==> config.mk <==
export PLATFORM = sky130hd
export DESIGN_NAME = tlb_page_table_translator_top
export DESIGN_NICKNAME = d
export VERILOG_FILES = /design/src/hw/rtl/tpt_pkg.sv /design/src/hw/rtl/tlb_page_table_translator_top.sv /design/src/hw/rtl/tpt_tlb.sv /design/src/hw/rtl/tpt_page_table.sv
export SDC_FILE = /design/constraint.sdc
export NUM_CORES = 2
export LEC_CHECK = 0
export BUFFER_PORTS_ARGS = -buffer_cell sky130_fd_sc_hd__buf_2
export CAP_MARGIN = 10
export CORE_UTILIZATION = 40
export CTS_CLUSTER_DIAMETER = 60
export DETAILED_ROUTE_END_ITERATION = 10
export GPL_ROUTABILITY_DRIVEN = 0
export PLACE_DENSITY = 0.57
export REMOVE_ABC_BUFFERS = 1
export SYNTH_ARGS = -nofsm -noshare
export SYNTH_HDL_FRONTEND = slang
export SYNTH_HIERARCHICAL = 1
export SYNTH_SLANG_ARGS = --single-unit
==> constraint.sdc <==
create_clock -name clk -period 37.1 [get_ports clk]
set_clock_uncertainty 0.2 [all_clocks]
set_input_delay 1.855 -clock clk [delete_from_list [all_inputs] [get_ports clk]]
set_output_delay 1.855 -clock clk [all_outputs]
set_load 0.005 [all_outputs]
==> src/hw/rtl/tpt_pkg.sv <==
package tpt_pkg;

  localparam int TLB_ENTRIES = 16;
  localparam int FRAME_COUNT = 256;
  localparam int OFFSET_BITS = 8;
  localparam int PAGE_BITS   = 8;

  localparam int ADDR_W     = 16;
  localparam int COUNT_W    = 32;
  localparam int PAGE_SPACE = 1 << PAGE_BITS;
  localparam int FRAME_W    = $clog2(FRAME_COUNT);
  localparam int NEXT_W     = $clog2(FRAME_COUNT + 1);
  localparam int TLB_IDX_W  = $clog2(TLB_ENTRIES);
  localparam int TLB_CNT_W  = $clog2(TLB_ENTRIES + 1);

  localparam logic [COUNT_W-1:0] COUNT_MAX = '1;

  typedef enum logic [1:0] {
    S_IDLE = 2'b01,
    S_LOOK = 2'b10
  } state_t;

  // TLB lookup result for the page held in the work register
  typedef struct packed {
    logic               hit;
    logic [FRAME_W-1:0] frame;
  } tlb_rsp_t;

  // TLB insert request: promote or append as most recently used
  typedef struct packed {
    logic               en;
    logic [FRAME_W-1:0] frame;
  } tlb_upd_t;

  // Page table read data, registered: valid the cycle after the read
  typedef struct packed {
    logic               present;
    logic [FRAME_W-1:0] frame;
  } pt_rsp_t;

  // Page table write of a newly allocated frame
  typedef struct packed {
    logic                 en;
    logic [PAGE_BITS-1:0] page;
    logic [FRAME_W-1:0]   frame;
  } pt_wr_t;

endpackage

==> src/hw/rtl/tlb_page_table_translator_top.sv <==
// Virtual address translator: 16-entry LRU TLB in front of a page table.
//
// Input word: in_logical_address (page above the offset), handshake in_valid
// / in_stall. Result word: physical address, tlb_hit, page_fault,
// out_of_frames and saturating hit and fault totals, handshake out_valid /
// out_stall. One result per input word.
//
// An accepted word reads the page table in its accept cycle; the lookup state
// that follows compares the TLB, resolves the frame, writes the page table on a
// fault and loads the output register together with out_valid.
// A new word is taken only after the lookup has finished: the page table read
// is followed by its write-back. in_stall is high during the lookup state, so
// the next word can never see a page table entry before its write-back.
//
// A result waiting in the output register does not block acceptance; if it
// is still stalled when the next lookup completes, that lookup holds until
// the register frees up.
//
// Reset (synchronous, rst_n low) empties the TLB, clears all page table
// present bits, restarts frame allocation at frame 0 and zeroes the totals.
// No clearing pass: the block accepts a word the cycle after reset.
module tlb_page_table_translator_top (
  input  logic                        clk,
  input  logic                        rst_n,
  input  logic                        in_valid,
  output logic                        in_stall,
  input  logic [tpt_pkg::ADDR_W-1:0]  in_logical_address,
  output logic                        out_valid,
  input  logic                        out_stall,
  output logic [tpt_pkg::ADDR_W-1:0]  out_physical_address,
  output logic                        out_tlb_hit,
  output logic                        out_page_fault,
  output logic                        out_out_of_frames,
  output logic [tpt_pkg::COUNT_W-1:0] out_hits_so_far,
  output logic [tpt_pkg::COUNT_W-1:0] out_faults_so_far
);
  import tpt_pkg::*;

  state_t state_r, state_nxt;

  logic [31:0]            addr_ext;
  logic [PAGE_BITS-1:0]   in_page;
  logic [PAGE_BITS-1:0]   page_r;
  logic [OFFSET_BITS-1:0] offset_r;
  logic                   in_acc;
  logic                   done;

  tlb_rsp_t tlb_rsp;
  tlb_upd_t tlb_upd;
  pt_rsp_t  pt_rsp;
  pt_wr_t   pt_wr;

  logic [NEXT_W-1:0]  next_free_r, next_free_nxt;
  logic [COUNT_W-1:0] hits_r, hits_nxt;
  logic [COUNT_W-1:0] faults_r, faults_nxt;

  logic               need_alloc;
  logic               no_frame;
  logic               alloc;
  logic [FRAME_W-1:0] frame;
  logic [31:0]        phys_ext;

  logic               out_valid_r;
  logic [ADDR_W-1:0]  out_phys_r;
  logic               out_hit_r;
  logic               out_fault_r;
  logic               out_oof_r;
  logic [COUNT_W-1:0] out_hits_r;
  logic [COUNT_W-1:0] out_faults_r;

  assign addr_ext = 32'(in_logical_address);
  assign in_page  = addr_ext[OFFSET_BITS +: PAGE_BITS];
  assign in_stall = (state_r != S_IDLE);
  assign in_acc   = in_valid && (state_r == S_IDLE);
  assign done     = (state_r == S_LOOK) && (!out_valid_r || !out_stall);

  always_comb begin
    state_nxt = state_r;
    case (state_r)
      S_IDLE:  if (in_valid) state_nxt = S_LOOK;
      S_LOOK:  if (done) state_nxt = S_IDLE;
      default: state_nxt = S_IDLE;
    endcase
  end

  always_ff @(posedge clk) begin
    if (!rst_n) begin
      state_r <= S_IDLE;
    end else begin
      state_r <= state_nxt;
    end
  end

  always_ff @(posedge clk) begin
    if (in_acc) begin
      page_r   <= in_page;
      offset_r <= addr_ext[OFFSET_BITS-1:0];
    end
  end

  tpt_page_table u_page_table (
    .clk     (clk),
    .rst_n   (rst_n),
    .rd_en   (in_acc),
    .rd_page (in_page),
    .rsp     (pt_rsp),
    .wr      (pt_wr)
  );

  tpt_tlb u_tlb (
    .clk         (clk),
    .rst_n       (rst_n),
    .lookup_page (page_r),
    .rsp         (tlb_rsp),
    .upd         (tlb_upd)
  );

  // resolve: TLB, then page table, then allocate
  always_comb begin
    need_alloc = !tlb_rsp.hit && !pt_rsp.present;
    no_frame   = need_alloc && (next_free_r == NEXT_W'(FRAME_COUNT));
    alloc      = need_alloc && !no_frame;
    if (tlb_rsp.hit) begin
      frame = tlb_rsp.frame;
    end else if (pt_rsp.present) begin
      frame = pt_rsp.frame;
    end else begin
      frame = next_free_r[FRAME_W-1:0];
    end
    phys_ext = (32'(frame) << OFFSET_BITS) | 32'(offset_r);

    tlb_upd.en    = done && !no_frame;
    tlb_upd.frame = frame;
    pt_wr.en      = done && alloc;
    pt_wr.page    = page_r;
    pt_wr.frame   = frame;

    next_free_nxt = next_free_r + NEXT_W'(alloc);
    hits_nxt      = hits_r;
    faults_nxt    = faults_r;
    if (tlb_rsp.hit && hits_r != COUNT_MAX) begin
      hits_nxt = hits_r + COUNT_W'(1);
    end
    if (need_alloc && faults_r != COUNT_MAX) begin
      faults_nxt = faults_r + COUNT_W'(1);
    end
  end

  always_ff @(posedge clk) begin
    if (!rst_n) begin
      next_free_r <= '0;
      hits_r      <= '0;
      faults_r    <= '0;
    end else if (done) begin
      next_free_r <= next_free_nxt;
      hits_r      <= hits_nxt;
      faults_r    <= faults_nxt;
    end
  end

  always_ff @(posedge clk) begin
    if (!rst_n) begin
      out_valid_r <= 1'b0;
    end else if (done) begin
      out_valid_r <= 1'b1;
    end else if (!out_stall) begin
      out_valid_r <= 1'b0;
    end
  end

  always_ff @(posedge clk) begin
    if (done) begin
      out_phys_r   <= no_frame ? '0 : phys_ext[ADDR_W-1:0];
      out_hit_r    <= tlb_rsp.hit;
      out_fault_r  <= alloc;
      out_oof_r    <= no_frame;
      out_hits_r   <= hits_nxt;
      out_faults_r <= faults_nxt;
    end
  end

  assign out_valid            = out_valid_r;
  assign out_physical_address = out_phys_r;
  assign out_tlb_hit          = out_hit_r;
  assign out_page_fault       = out_fault_r;
  assign out_out_of_frames    = out_oof_r;
  assign out_hits_so_far      = out_hits_r;
  assign out_faults_so_far    = out_faults_r;

endmodule

==> src/hw/rtl/tpt_tlb.sv <==
module tpt_tlb (
  input  logic                          clk,
  input  logic                          rst_n,
  input  logic [tpt_pkg::PAGE_BITS-1:0] lookup_page,
  output tpt_pkg::tlb_rsp_t             rsp,
  input  tpt_pkg::tlb_upd_t             upd
);
  import tpt_pkg::*;

  logic [PAGE_BITS-1:0] slot_page_r  [TLB_ENTRIES];
  logic [FRAME_W-1:0]   slot_frame_r [TLB_ENTRIES];
  logic [PAGE_BITS-1:0] slot_page_nxt  [TLB_ENTRIES];
  logic [FRAME_W-1:0]   slot_frame_nxt [TLB_ENTRIES];
  logic [TLB_CNT_W-1:0] filled_r, filled_nxt;

  logic                 hit;
  logic [TLB_IDX_W-1:0] hit_idx;
  logic [FRAME_W-1:0]   hit_frame;
  logic                 full;
  logic                 drop;
  logic [TLB_CNT_W-1:0] rm_pos;
  logic [TLB_CNT_W-1:0] keep_cnt;

  // parallel compare over the valid slots; pages are unique among them
  always_comb begin
    hit       = 1'b0;
    hit_idx   = '0;
    hit_frame = '0;
    for (int j = 0; j < TLB_ENTRIES; j++) begin
      if (TLB_CNT_W'(j) < filled_r && slot_page_r[j] == lookup_page) begin
        hit       = 1'b1;
        hit_idx   = hit_idx | TLB_IDX_W'(j);
        hit_frame = hit_frame | slot_frame_r[j];
      end
    end
  end

  assign rsp.hit   = hit;
  assign rsp.frame = hit_frame;

  // slot 0 is LRU; remove the hit slot (or evict slot 0 when full), close
  // the gap and place the entry at the top
  always_comb begin
    full     = (filled_r == TLB_CNT_W'(TLB_ENTRIES));
    drop     = hit || full;
    rm_pos   = hit ? TLB_CNT_W'(hit_idx) : (full ? '0 : filled_r);
    keep_cnt = filled_r - TLB_CNT_W'(drop);
    for (int j = 0; j < TLB_ENTRIES; j++) begin
      slot_page_nxt[j]  = slot_page_r[j];
      slot_frame_nxt[j] = slot_frame_r[j];
      if (TLB_CNT_W'(j) >= rm_pos && TLB_CNT_W'(j) < keep_cnt) begin
        if (j < TLB_ENTRIES - 1) begin
          slot_page_nxt[j]  = slot_page_r[j+1];
          slot_frame_nxt[j] = slot_frame_r[j+1];
        end
      end else if (TLB_CNT_W'(j) == keep_cnt) begin
        slot_page_nxt[j]  = lookup_page;
        slot_frame_nxt[j] = upd.frame;
      end
    end
    filled_nxt = keep_cnt + TLB_CNT_W'(1);
  end

  always_ff @(posedge clk) begin
    if (!rst_n) begin
      filled_r <= '0;
    end else if (upd.en) begin
      filled_r <= filled_nxt;
    end
  end

  always_ff @(posedge clk) begin
    if (upd.en) begin
      slot_page_r  <= slot_page_nxt;
      slot_frame_r <= slot_frame_nxt;
    end
  end

endmodule

==> src/hw/rtl/tpt_page_table.sv <==
module tpt_page_table (
  input  logic                          clk,
  input  logic                          rst_n,
  input  logic                          rd_en,
  input  logic [tpt_pkg::PAGE_BITS-1:0] rd_page,
  output tpt_pkg::pt_rsp_t              rsp,
  input  tpt_pkg::pt_wr_t               wr
);
  import tpt_pkg::*;

  logic [FRAME_W-1:0]    frame_mem [PAGE_SPACE];
  logic [PAGE_SPACE-1:0] present_r;
  logic                  rd_present_r;
  logic [FRAME_W-1:0]    rd_frame_r;

  always_ff @(posedge clk) begin
    if (!rst_n) begin
      present_r <= '0;
    end else if (wr.en) begin
      present_r[wr.page] <= 1'b1;
    end
  end

  always_ff @(posedge clk) begin
    if (wr.en) begin
      frame_mem[wr.page] <= wr.frame;
    end
  end

  // frame data is only meaningful where the present bit is set
  always_ff @(posedge clk) begin
    if (rd_en) begin
      rd_frame_r   <= frame_mem[rd_page];
      rd_present_r <= present_r[rd_page];
    end
  end

  assign rsp.present = rd_present_r;
  assign rsp.frame   = rd_frame_r;

endmodule

==> results.toml <==
[logic_synthesis]
ys_ff_latch = 2749
async_reset_ff_frac = 0
netlist.area_leader.share = 0.649
synth_top_cell_by_area = "edfxtp_1"
yosys.cell_types.count = 95
ys_seq_area_frac = 0.710
synth_top_family_by_area = "multiplexers"
syn_area_um2 = 112000
ys.flop_type = "edfxtp_1"
synthCells = 6330
syn_avg_cell_area_um2 = 17.6
synthAdderAreaFrac = 0.00101
synth_area_leaders = "edfxtp_1, mux4_2, dfxtp_1"
synth-xor-area-share = 0.0161
synth-compound-area-share = 0.0618
yosysWarnings = 6
yosys.area_share.simple = 0.0478
synth_edf_count = 2412
synth.area.mux_share = 0.141

[floorplanning]
die_w_um = 530
ios = 105
core-area_um2 = 277000
die_y_um = 530
rows = 193
start_util = 0.403
die_area_um2 = 281000

[clock_network]
clockRootBuffer = "clkbuf_16"
cts_resized = 0
h-tree-depth = 5
clockBufferDepth = 4
cts_tree = "yes"
insertion_delay_ns = 0.85
hold_buffers = 0
clock-sinks = 2749
cts_buffers = 297
post_cts_buffers = 0
cts.clk_slew.worst_paths_ns = 0.06

[worst_setup_path]
critPathArrivalTime_ns = 7.25
cp_common_cell = "buf_4"
reg2reg_depth = 19
cpMaxStageDelayCell = "a21boi_1"
worstSetupPathType = "reg2reg"
crit_path_start_kind = "register"
cp.required_ns = 37.41
crit_path_end_kind = "register"
path_cells = "buf_4, xnor2_1, nand4_1, nor3_1, buf_4, or4_4, nor4b_4, o21ai_0, ha_1, ha_1, inv_1, or3_1, xnor2_1, buf_4, and3_1, nand3_1, nand4_1, a21boi_1, buf_4"
timing.rr.end = "u_tlb/slot_frame_r[120]"
cp_slowest_stage_delay_ns = 1.06
crit_fanout = 31
rr_startpoint = "page_r[1]"
reg2reg_setup_slack_ns = 30.17
startpoint = "page_r[1]"
critPathCapture = "u_tlb/slot_frame_r[120]"

[placement]
dp_hpwl_um = 177000
numPortBuffers = 104
dpl-instance-area_um2 = 116000

[layout]
fill_cells = 23700
layout-drive-gt1-share = 0.214
layout_common_cells = "edfxtp_1, mux4_2, nor2_1, dfxtp_1, clkbuf_16"
utilization = 0.452
seqCellArea_um2 = 79200
final_common_cell = "edfxtp_1"
multi_input_area_um2 = 30100
final_area_um2 = 125000
area_delta_synth_final_pct = 12.3
nets = 6475

[global_routing]
grt_max_degree = 200
use_met1 = 0.292
antenna_found_initial = 17
overflow = 0
gr-usage-met2 = 0.328
use_met3 = 0.0423
busiest_layer = "met2"
grt_pass1_vias = 59800
grt_pass1_wl_um = 427000
grt_usage = 0.207

[timing]
period_share = 0.187
max_slew.worst_pin.slew_ns = 1.35
max_clock_freq_mhz = 144
slew_violations = 0
hold_viol = 0
fin_setup_tns_ns = 0
rsz0062_at_grt = "false"
setup_viol = 0
hold_ws_ns = 0.260
max_slew_margin = 0.0893
post-route-min-period_ns = 6.93

[route]
via_per_inst = 5.82
drt-pass1-iter-count = 5
postRouteAntennaNets = 0
vias = 60500
post_drt_wl_per_cell_um = 28.4
drc = 0
wl_um = 295000
drt_iter0_drc = 6355

[hold_path]
hold_path_class = "reg2reg"

[outcome]
status = "completed"

[pwr]
leakage_nw = 40.3
powerDensity_nw_per_um2 = 53.1
ir_drop_uv = 30.7

[flow_run]
cap_viol_max_count = 0
==> flip-flops by register name, indices dropped and copies added (netlist names), 9 cells and up <==
| name | count |
|---|---|
| out_faults_so_far | 32 |
| hits_r | 32 |
| next_free_r | 9 |
| u_page_table/frame_mem | 2048 |
| faults_r | 32 |
| u_tlb/slot_page_r | 128 |
| u_tlb/slot_frame_r | 128 |
| u_page_table/present_r | 256 |
| out_physical_address | 16 |
| out_hits_so_far | 32 |
==> logic make-up (layout without fill, tap and decap cells) <==
logic type / count (synthesis) / count (layout)
other cells: 0 / 12
flops: 2749 / 2749
xor+xnor: 205 / 205
compound gates: 962 / 962
simple gates: 1022 / 1022
fa+ha+maj: 9 / 9
mux: 941 / 941
buf+inv: 442 / 792
==> worst min-delay path by stage <==
stage	start	end	slack, ns	depth (start not counted)
6_report	u_page_table/present_r[158]	u_page_table/present_r[158]	0.26	1
5_1_grt	u_page_table/present_r[222]	u_page_table/present_r[222]	0.27	1
4_1_cts	u_page_table/present_r[158]	u_page_table/present_r[158]	0.26	1
3_5_place_dp	u_page_table/present_r[38]	u_page_table/present_r[38]	0.25	1
3_3_place_gp	u_page_table/present_r[90]	u_page_table/present_r[90]	0.24	1
2_1_floorplan	u_page_table/present_r[102]	u_page_table/present_r[102]	0.24	1
==> stage by stage <==
step | instances | total power [mW] | worst slack [ns]
detailed placement | 9852 | 3.79 | 29.58
finish | 10400 | 6.65 | 30.17
CTS | 10400 | 6.70 | 30.07
global route | 10400 | 6.84 | 29.72
floorplan | 5909 | 3.68 | 21.24
global placement | 9852 | 3.79 | 29.64
==> final cells by class <==
type,count,share of cell area
Sequential cell,2749,0.632
Multi-Input combinational cell,3139,0.240
Clock buffer,403,0.0658
Tap cell,3705,0.0370
Timing Repair Buffer,238,0.0133
Clock inverter,130,0.0106
Inverter,21,0.000649
Antenna cell,12,0.000240
==> worst max-delay path, delay by kind of cell, from the launching register on <==
kind                     cells  cell delay (ns)
AND/OR/NAND/NOR              8             2.42
buffers and inverters        5             1.31
AO/OA/AOI/OAI                2             1.24
flip-flops                   1             0.68
adder cells (fa/ha/maj)      2             0.50
XOR/XNOR                     2             0.20
==> synthesized netlist by cell type, drive strengths merged, types with 11 or more instances <==
| cell type | count |
|---|---|
| a22oi | 207 |
| and2 | 29 |
| nand2b | 20 |
| a221oi | 32 |
| nor3 | 61 |
| mux2 | 242 |
| a22o | 28 |
| inv | 21 |
| and3 | 33 |
| o21a | 268 |
| o22ai | 63 |
| edfxtp | 2412 |
| or3 | 29 |
| nor2 | 356 |
| nor4 | 59 |
| or4 | 38 |
| nand4 | 75 |
| or2 | 11 |
| mux4 | 479 |
| mux2i | 220 |
| nor2b | 28 |
| clkbuf | 200 |
| o21ai | 54 |
| nand2 | 155 |
| buf | 221 |
| xnor2 | 146 |
| dfxtp | 337 |
| xor2 | 59 |
| nand3 | 90 |
| o221ai | 35 |
| o31ai | 28 |
| a21oi | 160 |
| a211oi | 21 |
==> report_power, final <==
part,switching [mW],internal [mW],leakage [nW]
Sequential,0.00390,3.39,24.9
Combinational,0.225,0.101,10.7
Clock,1.20,1.73,4.69
==> layer usage <==
metal,up-vias,part of all wire
met3,455,0.080
met1,32000,0.43
met4,8,0.024
met5,-,0.00020
met2,2260,0.47
li1,25700,-
No activity file was read; power rests on OpenSTA's default activity.
